<file path="config.mk">
export PLATFORM = sky130hd
export DESIGN_NAME = die_link_state_controller_core
export DESIGN_NICKNAME = d
export VERILOG_FILES = /design/src/rtl/core/dlsc_pkg.sv /design/src/rtl/core/dlsc_next_state.sv /design/src/rtl/core/die_link_state_controller_core.sv
export SDC_FILE = /design/constraint.sdc
export NUM_CORES = 1
export LEC_CHECK = 0
export BUFFER_PORTS_ARGS = -buffer_cell sky130_fd_sc_hd__buf_4
export CORE_MARGIN = 3
export CORE_UTILIZATION = 50
export CTS_BUF_LIST = sky130_fd_sc_hd__clkbuf_4 sky130_fd_sc_hd__clkbuf_8
export DETAILED_ROUTE_END_ITERATION = 10
export PLACE_DENSITY = 0.8
export SKIP_LAST_GASP = 1
export SYNTH_ARGS = -nofsm -noshare
export SYNTH_HDL_FRONTEND = slang
export SYNTH_SLANG_ARGS = --single-unit
</file>
<file path="constraint.sdc">
create_clock -name clk_i -period 2.96 [get_ports clk_i]
set_clock_uncertainty 0.15 [all_clocks]
set_input_delay 0 -clock clk_i [delete_from_list [all_inputs] [get_ports clk_i]]
set_output_delay 0 -clock clk_i [all_outputs]
set_load 0.02 [all_outputs]
</file>
<file path="src/rtl/core/dlsc_pkg.sv">
// ----------------------------------------------------------------------------
// dlsc_pkg
// Types, state codes and request codes shared by the link state controller.
// ----------------------------------------------------------------------------
`default_nettype none

package dlsc_pkg;

  // Status encoding, as seen on the PHY status and reported link state
  localparam logic [3:0] StsReset     = 4'd0;
  localparam logic [3:0] StsActive    = 4'd1;
  localparam logic [3:0] StsLinkReset = 4'd9;
  localparam logic [3:0] StsLinkError = 4'd10;
  localparam logic [3:0] StsRetrain   = 4'd11;
  localparam logic [3:0] StsDisabled  = 4'd12;

  // Request encoding, towards the PHY and from the protocol layer
  localparam logic [3:0] ReqNop       = 4'd0;
  localparam logic [3:0] ReqActive    = 4'd1;
  localparam logic [3:0] ReqLinkReset = 4'd9;
  localparam logic [3:0] ReqRetrain   = 4'd11;
  localparam logic [3:0] ReqDisabled  = 4'd12;

  // Link state, one-hot
  typedef enum logic [5:0] {
    LS_RESET     = 6'b000001,
    LS_ACTIVE    = 6'b000010,
    LS_RETRAIN   = 6'b000100,
    LS_LINKERROR = 6'b001000,
    LS_DISABLED  = 6'b010000,
    LS_LINKRESET = 6'b100000
  } link_state_e;

  // One sampled set of interface signals
  typedef struct packed {
    logic [3:0] proto_state_req;
    logic       proto_link_error;
    logic [3:0] phy_state_status;
    logic       proto_rx_active_status;
    logic       stall_done;
    logic       dis_entry;
    logic       reset_entry;
    logic       act_entry;
    logic       init_rx_active_req;
    logic       init_inband_present;
    logic [3:0] init_phy_state_req;
  } dlsc_item_t;

  // Controller registers, which are also the result of a request
  typedef struct packed {
    link_state_e state;
    logic [3:0]  phy_req;
    logic        link_err;
    logic        rx_req;
    logic        inband;
    logic        stall;
  } dlsc_regs_t;

  // Map the one-hot state to its status code
  function automatic logic [3:0] state_code(link_state_e s);
    logic [3:0] code;
    case (s)
      LS_RESET:     code = StsReset;
      LS_ACTIVE:    code = StsActive;
      LS_RETRAIN:   code = StsRetrain;
      LS_LINKERROR: code = StsLinkError;
      LS_DISABLED:  code = StsDisabled;
      LS_LINKRESET: code = StsLinkReset;
      default:      code = StsReset;
    endcase
    return code;
  endfunction

endpackage

`default_nettype wire

</file>
<file path="src/rtl/core/dlsc_next_state.sv">
// ----------------------------------------------------------------------------
// dlsc_next_state
// Next-state and next-output logic of the link state controller for one
// sampled request.
// ----------------------------------------------------------------------------
`default_nettype none

module dlsc_next_state
  import dlsc_pkg::*;
(
  input  dlsc_item_t item_i,
  input  dlsc_regs_t cur_i,
  output dlsc_regs_t nxt_o
);

  logic phy_err;
  logic phy_rtr;
  logic phy_rst;
  logic rx_quiet;
  logic hs_done;
  logic req_act;
  logic dis_e;
  logic rst_e;

  // Decode status and handshake conditions
  assign phy_err  = (item_i.phy_state_status == StsLinkError);
  assign phy_rtr  = (item_i.phy_state_status == StsRetrain);
  assign phy_rst  = (item_i.phy_state_status == StsReset);
  assign rx_quiet = !item_i.proto_rx_active_status && !cur_i.rx_req;
  assign hs_done  = cur_i.stall && item_i.stall_done;
  assign req_act  = (item_i.proto_state_req == ReqActive);
  assign dis_e    = item_i.dis_entry;
  assign rst_e    = item_i.reset_entry;

  always_comb begin
    nxt_o          = cur_i;
    nxt_o.link_err = item_i.proto_link_error;

    // Stall request: raise only from Active on a pending exit
    nxt_o.stall = (cur_i.state == LS_ACTIVE) && (rst_e || dis_e || phy_rtr);

    // Rx-active request
    if (cur_i.state == LS_ACTIVE) begin
      nxt_o.rx_req = !(rst_e || dis_e || phy_rtr || phy_err);
    end else begin
      nxt_o.rx_req = (rst_e || dis_e || phy_err) ? 1'b0 : item_i.init_rx_active_req;
    end

    // In-band presence
    if (cur_i.state == LS_RESET) begin
      nxt_o.inband = phy_err ? 1'b0 : item_i.init_inband_present;
    end else if (cur_i.state == LS_LINKERROR || cur_i.state == LS_DISABLED ||
                 cur_i.state == LS_LINKRESET) begin
      nxt_o.inband = 1'b0;
    end else begin
      nxt_o.inband = !phy_err;
    end

    // State transitions and PHY request
    case (cur_i.state)
      LS_RESET: begin
        nxt_o.phy_req = item_i.init_phy_state_req;
        if (phy_err) begin
          nxt_o.state = LS_LINKERROR;
        end else if (dis_e && rx_quiet) begin
          nxt_o.state = LS_DISABLED;
        end else if (rst_e && rx_quiet) begin
          nxt_o.state = LS_LINKRESET;
        end else if (item_i.act_entry) begin
          nxt_o.state = LS_ACTIVE;
        end
      end
      LS_ACTIVE: begin
        if (phy_rtr) begin
          nxt_o.phy_req = ReqRetrain;
        end
        if (phy_err) begin
          nxt_o.state = LS_LINKERROR;
        end else if (dis_e && rx_quiet && hs_done) begin
          nxt_o.state = LS_DISABLED;
        end else if (rst_e && rx_quiet && hs_done) begin
          nxt_o.state = LS_LINKRESET;
        end else if (phy_rtr && rx_quiet && hs_done) begin
          nxt_o.state = LS_RETRAIN;
        end
      end
      LS_RETRAIN: begin
        nxt_o.phy_req = ReqNop;
        if (phy_err) begin
          nxt_o.state = LS_LINKERROR;
        end else if (dis_e) begin
          nxt_o.state = LS_DISABLED;
        end else if (rst_e) begin
          nxt_o.state = LS_LINKRESET;
        end
      end
      LS_LINKERROR: begin
        nxt_o.phy_req = (req_act && phy_err) ? ReqActive : ReqNop;
        if ((req_act || phy_err) && rx_quiet) begin
          nxt_o.state = LS_RESET;
        end
      end
      LS_DISABLED: begin
        nxt_o.phy_req = req_act ? ReqActive : ReqDisabled;
        if (phy_err) begin
          nxt_o.state = LS_LINKERROR;
        end else if (req_act || phy_rst) begin
          nxt_o.state = LS_RESET;
        end
      end
      LS_LINKRESET: begin
        nxt_o.phy_req = req_act ? ReqActive : ReqLinkReset;
        if (phy_err) begin
          nxt_o.state = LS_LINKERROR;
        end else if (dis_e && rx_quiet) begin
          nxt_o.state = LS_DISABLED;
        end else if (req_act || phy_rst) begin
          nxt_o.state = LS_RESET;
        end
      end
      default: begin
        nxt_o.state = cur_i.state;
      end
    endcase
  end

endmodule

`default_nettype wire

</file>
<file path="src/rtl/core/die_link_state_controller_core.sv">
// Path: a request is held in the input register, then the controller registers
// form its result and present it on the outputs.
// Throughput: one request per cycle while results are taken; the state update
// is a single pass of next-state logic from input to controller registers.
// Reset: asynchronous, active low; link state goes to Reset, PHY request to
// Nop, all other result outputs to zero, and both pipeline stages are emptied.
// ----------------------------------------------------------------------------
// die_link_state_controller_core
// Die-to-die adapter link state machine with a valid/ready request stream.
// ----------------------------------------------------------------------------
`default_nettype none

module die_link_state_controller_core
  import dlsc_pkg::*;
(
  input  wire logic       clk_i,
  input  wire logic       rst_ni,

  input  wire logic       in_valid_i,
  output logic            in_ready_o,
  input  wire logic [3:0] proto_state_req_i,
  input  wire logic       proto_link_error_i,
  input  wire logic [3:0] phy_state_status_i,
  input  wire logic       proto_rx_active_status_i,
  input  wire logic       stall_done_i,
  input  wire logic       disabled_entry_i,
  input  wire logic       reset_entry_i,
  input  wire logic       active_entry_i,
  input  wire logic       init_rx_active_req_i,
  input  wire logic       init_inband_present_i,
  input  wire logic [3:0] init_phy_state_req_i,

  output logic            out_valid_o,
  input  wire logic       out_ready_i,
  output logic [3:0]      link_state_out_o,
  output logic [3:0]      phy_state_req_out_o,
  output logic            phy_link_error_out_o,
  output logic            rx_active_req_out_o,
  output logic            inband_present_out_o,
  output logic            stall_req_out_o
);

  dlsc_item_t item_q;
  logic       item_valid_q;
  dlsc_regs_t regs_q;
  dlsc_regs_t regs_d;
  logic       out_valid_q;
  logic       advance;

  // Move a request on when the result slot is free or being drained
  assign advance    = item_valid_q && (!out_valid_q || out_ready_i);
  assign in_ready_o = !item_valid_q || advance;

  // Hold the sampled request
  always_ff @(posedge clk_i or negedge rst_ni) begin
    if (!rst_ni) begin
      item_valid_q <= 1'b0;
    end else if (in_ready_o) begin
      item_valid_q <= in_valid_i;
    end
  end

  always_ff @(posedge clk_i) begin
    if (in_valid_i && in_ready_o) begin
      item_q.proto_state_req        <= proto_state_req_i;
      item_q.proto_link_error       <= proto_link_error_i;
      item_q.phy_state_status       <= phy_state_status_i;
      item_q.proto_rx_active_status <= proto_rx_active_status_i;
      item_q.stall_done             <= stall_done_i;
      item_q.dis_entry              <= disabled_entry_i;
      item_q.reset_entry            <= reset_entry_i;
      item_q.act_entry              <= active_entry_i;
      item_q.init_rx_active_req     <= init_rx_active_req_i;
      item_q.init_inband_present    <= init_inband_present_i;
      item_q.init_phy_state_req     <= init_phy_state_req_i;
    end
  end

  dlsc_next_state u_next_state (
    .item_i (item_q),
    .cur_i  (regs_q),
    .nxt_o  (regs_d)
  );

  // Advance the controller registers, which double as the result register
  always_ff @(posedge clk_i or negedge rst_ni) begin
    if (!rst_ni) begin
      regs_q.state     <= LS_RESET;
      regs_q.phy_req   <= ReqNop;
      regs_q.link_err  <= 1'b0;
      regs_q.rx_req    <= 1'b0;
      regs_q.inband    <= 1'b0;
      regs_q.stall     <= 1'b0;
    end else if (advance) begin
      regs_q <= regs_d;
    end
  end

  // Result valid: set on advance, drop once taken
  always_ff @(posedge clk_i or negedge rst_ni) begin
    if (!rst_ni) begin
      out_valid_q <= 1'b0;
    end else if (advance) begin
      out_valid_q <= 1'b1;
    end else if (out_ready_i) begin
      out_valid_q <= 1'b0;
    end
  end

  assign out_valid_o          = out_valid_q;
  assign link_state_out_o     = state_code(regs_q.state);
  assign phy_state_req_out_o  = regs_q.phy_req;
  assign phy_link_error_out_o = regs_q.link_err;
  assign rx_active_req_out_o  = regs_q.rx_req;
  assign inband_present_out_o = regs_q.inband;
  assign stall_req_out_o      = regs_q.stall;

endmodule

`default_nettype wire

</file>
==> Word-level counts from Yosys, hierarchy flattened <==
Cells that the tools add are included.
{ "word_totals": {"reg_bits": 36, "latch_bits": 0, "mem_bits_rw": 0, "romBits": 0, "output_inout_bits": 14, "word_cells": 97, "memories": 0} }
{ "classes": {"n_addsub": 0, "mul": 0, "div": 0, "magnitude_cmp": 0, "eq_ne": 14, "shifts": 0, "muxes": 30, "bitwise_logic": 0, "n_reduce_logical": 34} }
{ "ops": {"columns": ["op", "n"], "rows": [
  ["2-to-1 mux 6 bit", 16],
  ["one-hot mux 6 bit (6 select lines)", 1],
  ["one-hot mux 4 bit (6 select lines)", 1],
  ["one-hot mux 4 bit (5 select lines)", 1],
  ["logical AND 1 bit", 13],
  ["2-to-1 mux 4 bit", 3],
  ["logical OR 1 bit", 10],
  ["!= test 5 x 4 -> 1 bit (second input constant)", 2],
  ["equality test 4 bit (second input constant)", 2],
  ["2-to-1 mux 1 bit", 8],
  ["equality test 6 x 1 -> 1 bit (second input constant)", 1],
  ["equality test 6 x 2 -> 1 bit (second input constant)", 1],
  ["equality test 6 x 3 -> 1 bit (second input constant)", 1],
  ["equality test 6 x 4 -> 1 bit (second input constant)", 1],
  ["equality test 6 x 5 -> 1 bit (second input constant)", 1],
  ["equality test 6 bit (second input constant)", 1],
  ["zero test 1 bit", 6],
  ["AND reduction 6 bit", 1],
  ["nonzero test 6 bit", 1],
  ["equality test 4 x 1 -> 1 bit (second input constant)", 1],
  ["zero test 4 bit", 1],
  ["!= test 4 x 3 -> 1 bit (second input constant)", 1],
  ["AND reduction 3 bit", 1],
  ["!= test 2 x 1 -> 1 bit (second input constant)", 1],
  ["2 further kinds", 2]
]} }

==> Logic depth before layout (Yosys ltp) <==
{ "logic_depth": {"ltp_word": 9, "depth_mapped": 8, "ltp_nobuf": 6} }

==> Hierarchy <==
From an unflattened synthesis, not the netlist that was laid out.
{ "unflattened": {"hier_cells": 186, "hier_area_um2": 2088.3} }
{ "modules_own_cells": {"columns": ["mod", "n_inst", "cells_per_inst", "area_each_um2"], "rows": [
  ["die_link_state_controller_core", 1, 77, 1335.0],
  ["dlsc_next_state", 1, 109, 753.2]
]} }

==> Least setup slack after synthesis <==
Ideal clock, no wire load.
{ "synth_timing": {"path_kind": "register to register", "from": "register regs_q[12] (netlist name)", "to": "register regs_q[12] (netlist name)", "setup_ns": 0.127, "arrival_ns": 2.066, "t_required_ns": 2.683, "setup_slack_ns": 0.616, "path_stages_with_launch": 7, "period_less_slack_ns": 2.344, "cell_sequence": "dfrtp_1 -> buf_4 -> or4_4 -> or3b_1 -> o32ai_2 -> a211oi_2 -> mux2_1"} }
{ "synth_between": {"elab_chain_cells": 4} }
{ "synth_rtl": {"columns": ["item", "line", "text"], "rows": [
  ["start: declaration", "die_link_state_controller_core.sv:45", "dlsc_regs_t regs_q;"],
  ["start signal: assignment", "die_link_state_controller_core.sv:95", "regs_q <= regs_d;"],
  ["parallel branches: the longest is 4 deep, another holds equality test 6 x 2 -> 1 bit", null, null]
]} }
Parallel ways; which one is timed is not known.
A chain may end at the register's enable or synchronous reset.

==> Worst setup path after layout <==
{ "layout_timing": {"from": "register regs_q[10] (netlist name)", "to": "register regs_q[12] (netlist name)"} }
{ "layout_between": {"elab_chain_cells": 3} }
{ "layout_rtl": {"columns": ["item", "line", "text"], "rows": [
  ["equality test 6 x 2 -> 1 bit (tied with other cells)", "dlsc_next_state.sv:60", "case (cur_i.state)"],
  ["!= test 5 x 4 -> 1 bit (no line) (tied with other cells)", null, null],
  ["AND reduction 6 bit (no line)", null, null]
]} }
Parallel ways exist; a longest one is shown, timed or not.

==> run summary <==
GRT
- 7330 µm — global-route wire length before repair
- 1,556 — vias in the first global route
- 21 — largest net degree at the start of global routing
- 0 — leftover overflow at the end of global routing
- 0.226 — global routing usage summed across all routing layers
- 0 — number of antenna violations at the first check in global routing

Floorplanning
- 3440 µm² — total core area
- 0.532 — starting utilization of the core area
- 21 — row count
- 38 — num ports
- 66.5 µm — Vert. Die Dim
- 66.5 µm — die span in x
- 4430 µm² — area of the die

Timing
- 0 — Hold Fails Final Rpt
- 0.430 — Rel. slew slack
- 0 — number of setup violations in the final report
- 0.855 ns — measured slew at the worst slew-check pin
- 0.393 GHz — maximum operating frequency
- 0.860 — share of the clock period used by the worst path after layout
- false — RSZ-0062 raised after global routing
- 0 — count of pins over their slew limit
- 2.55 ns — shortest clock period the worst path allows after layout
- 0.0380 ns — worst slack on hold paths
- 0 ns — aggregate negative setup slack

Place
- 2840 µm — post-DP HPWL
- 37 — number of buffer cells added on primary ports
- 0.904 — final estimated routing congestion in global placement
- 2100 µm² — Area after DPL

Setup path
- register — startpoint class of the critical path
- 0 — Crit path buffers/inverters
- 3.05 ns — data required time at the worst endpoint
- 2.63 ns — critical path data arrival time
- 0.41 ns — register-to-register setup slack
- register to register — WS Path Type
- regs_q[10]$_DFFE_PN0P_ — critical register-to-register path startpoint
- 6 — count of cells along the worst register-to-register path
- or4_4 > or3b_1 > or2_0 > a41o_1 > a21oi_1 > mux2_1 — crit-path cells
- sky130_fd_sc_hd__or4_4 — Worst path slowest cell
- simple AND/OR/NAND/NOR gates — critical path's top delay family
- register — nature of the critical path endpoint
- 11 — maximum net fanout on the critical path
- regs_q[12]$_DFFE_PN0P_ — worst r2r dst
- 0.57 ns — Slowest Stage Delay on Critical Path

Logic synthesis
- 188 — Mapped Nets
- 164 — gate count after technology mapping
- 0.188 — area fraction in and, or, nand and nor cells after synthesis
- 0.0246 — fraction of synthesized area in multiplexers
- 0.177 — area fraction in compound gates after synthesis
- sky130_fd_sc_hd__edfxtp_1 — most used standard cell by instance count after synthesis
- 0.444 — async set or reset register ratio after synthesis
- simple AND/OR/NAND/NOR gates — largest family of logic cells by synthesized area
- 0 — yosys warns
- 20 x sky130_fd_sc_hd__edfxtp_1, 15 x sky130_fd_sc_hd__dfrtp_1, 13 x sky130_fd_sc_hd__nand2_1, 10 x sky130_fd_sc_hd__nor2_1, 9 x sky130_fd_sc_hd__o21ai_0 — commonest cells in the netlist
- sky130_fd_sc_hd__edfxtp_1 — post-synth top area cell
- 55 — number of distinct standard cells referenced by the synthesized netlist
- 20 — Post-synth EDFFs
- 0 — adder-cell share of the synthesized area
- 1830 µm² — post-synth design cell area
- 36 — flops & latches, synth
- 0.547 — proportion of synthesized chip area in sequential cells
- 0.328 — portion of synthesized cell area occupied by the leading cell type
- 11.2 µm² — mean cell area of the mapped netlist
- 0.0191 — xor and xnor area share after synthesis
- sky130_fd_sc_hd__edfxtp_1 — leading register cell type out of synthesis
- sky130_fd_sc_hd__edfxtp_1 33%, sky130_fd_sc_hd__dfrtp_1 20%, sky130_fd_sc_hd__nand2_1 2.7% — cells taking the most area after synthesis

Cells and area
- item_q — Top reg by flops
- 33.5% — area delta synth->final
- 20 — number of flip-flops in the largest register
- 245 — nets@finish
- 0.711 — Final Util
- 0 — number of antenna diodes
- 226 — # fillers
- 0.243 — share of post-route cells with drive strength above 1
- 2450 µm² — Post-Layout Inst Area

Power
- 2060 µW — total design power
- 842 nW/µm² — Power Density
- 432 µV — Max VDD drop
- 0.00103 µW — cell leakage power

Drt
- 16.4 µm — average wire per cell in the routed design
- 137 — DRC marker count from the first detailed-route iteration
- 0 — DR DRC count
- 4390 µm — final wirelength
- 5.62 — detailed-route vias per instance
- 0 — antenna viol nets, final
- 1,506 — total via count in the routed design
- 4 — detailed-router iteration count before antenna repair

Clocking
- 36 — Num Clock Sinks
- done — clock tree from TritonCTS
- 0.07 ns — post-CTS clock slew at the launch and capture registers of the worst setup and hold paths
- 2 — number of H-tree levels
- 2 — number of buffers on the longest clock path
- sky130_fd_sc_hd__clkbuf_8 — cell at the root of the clock tree
- 0.29 ns — clock network latency to the later pin of the worst-skew pair
- 5 — number of buffers inserted during clock tree synthesis

Outcome
- complete, no violations — run status

Run
- 0 — max-cap violation count

Worst hold path
- input pin to asynchronous set/reset pin — class of the tightest hold or removal check

per-layer routing:
metal  global-route usage  vias up  wire length, µm
met1                0.278      708             1790
met4               0.0888        0               84
met5                    0        -                0
met3               0.0472        9              234
met2                0.385       57             2290
li1                     -      732                -
final cells by class:
| type | instances | area (µm²) | share of cell area |
|---|---|---|---|
| Clock inverter | 1 | 5.00 | 0.00205 |
| Inverter | 4 | 15.0 | 0.00614 |
| Timing Repair Buffer | 62 | 528 | 0.216 |
| Clock buffer | 7 | 83.8 | 0.0343 |
| Multi-Input combinational cell | 112 | 754 | 0.308 |
| Tap cell | 46 | 57.6 | 0.0235 |
| Sequential cell | 36 | 1000 | 0.410 |
stage by stage:
stage / setup slack, ns / instances
after floorplan: 0.616 / 164
after detailed placement: 0.341 / 235
final: 0.413 / 268
after global routing: 0.191 / 268
after CTS: 0.338 / 268
after global placement: 0.463 / 235
timing repair:
action / CTS / global route
setup buffers: 0 / 0
endpoints found under the hold margin: 38 / 0
setup endpoints to repair: 0 / 1
resized for setup: 0 / 1
hold buffers: 25 / 0
cell families (layout without fill, tap and decap cells):
kind of cell,Yosys count,after routing
multiplexers,4,4
AO/OA/AOI/OAI,44,44
XOR/XNOR,4,4
buffers and inverters,16,74
AND/OR/NAND/NOR,60,60
flip-flops,36,36
where the power goes:
part / total [µW] / switching, µW / internal, µW / leakage (µW)
combinational: 951 / 517 / 434 / 0.000590
sequential: 759 / 127 / 632 / 0.000388
clock: 350 / 167 / 183 / 0.0000491
worst max-delay path by stage:
stage          slack [ns]                   start  depth (start not counted)                      to
5_1_grt              0.19  regs_q[13]$_DFFE_PN0P_                          6  regs_q[10]$_DFFE_PN0P_
3_3_place_gp         0.46  regs_q[10]$_DFFE_PN0P_                          6  regs_q[12]$_DFFE_PN0P_
3_5_place_dp         0.34  regs_q[13]$_DFFE_PN0P_                          6  regs_q[10]$_DFFE_PN0P_
2_1_floorplan        0.62  regs_q[12]$_DFFE_PN0P_                          6  regs_q[12]$_DFFE_PN0P_
4_1_cts              0.34  regs_q[13]$_DFFE_PN0P_                          6  regs_q[10]$_DFFE_PN0P_
6_report             0.41  regs_q[10]$_DFFE_PN0P_                          6  regs_q[12]$_DFFE_PN0P_
cells in the final DEF (no fill, tap or decap), types with 2 or more instances in the layout:
cell / n
sky130_fd_sc_hd__a21oi_1: 7
sky130_fd_sc_hd__a31oi_1: 2
sky130_fd_sc_hd__and2_1: 2
sky130_fd_sc_hd__and3_1: 2
sky130_fd_sc_hd__buf_4: 37
sky130_fd_sc_hd__clkbuf_4: 2
sky130_fd_sc_hd__clkbuf_8: 5
sky130_fd_sc_hd__dfrtp_1: 15
sky130_fd_sc_hd__dlygate4sd3_1: 25
sky130_fd_sc_hd__edfxtp_1: 20
sky130_fd_sc_hd__inv_1: 4
sky130_fd_sc_hd__mux2_1: 3
sky130_fd_sc_hd__nand2_1: 13
sky130_fd_sc_hd__nand2b_1: 6
sky130_fd_sc_hd__nand3_1: 2
sky130_fd_sc_hd__nor2_1: 10
sky130_fd_sc_hd__nor2b_1: 3
sky130_fd_sc_hd__nor3_1: 4
sky130_fd_sc_hd__nor4_1: 2
sky130_fd_sc_hd__o211ai_1: 3
sky130_fd_sc_hd__o21ai_0: 9
sky130_fd_sc_hd__o21ai_1: 2
sky130_fd_sc_hd__o22a_1: 3
sky130_fd_sc_hd__o31ai_1: 2
sky130_fd_sc_hd__o41ai_1: 2
sky130_fd_sc_hd__or2_2: 2
sky130_fd_sc_hd__or3b_1: 2
sky130_fd_sc_hd__xor2_1: 4
Power figures use the tool's default switching activity.
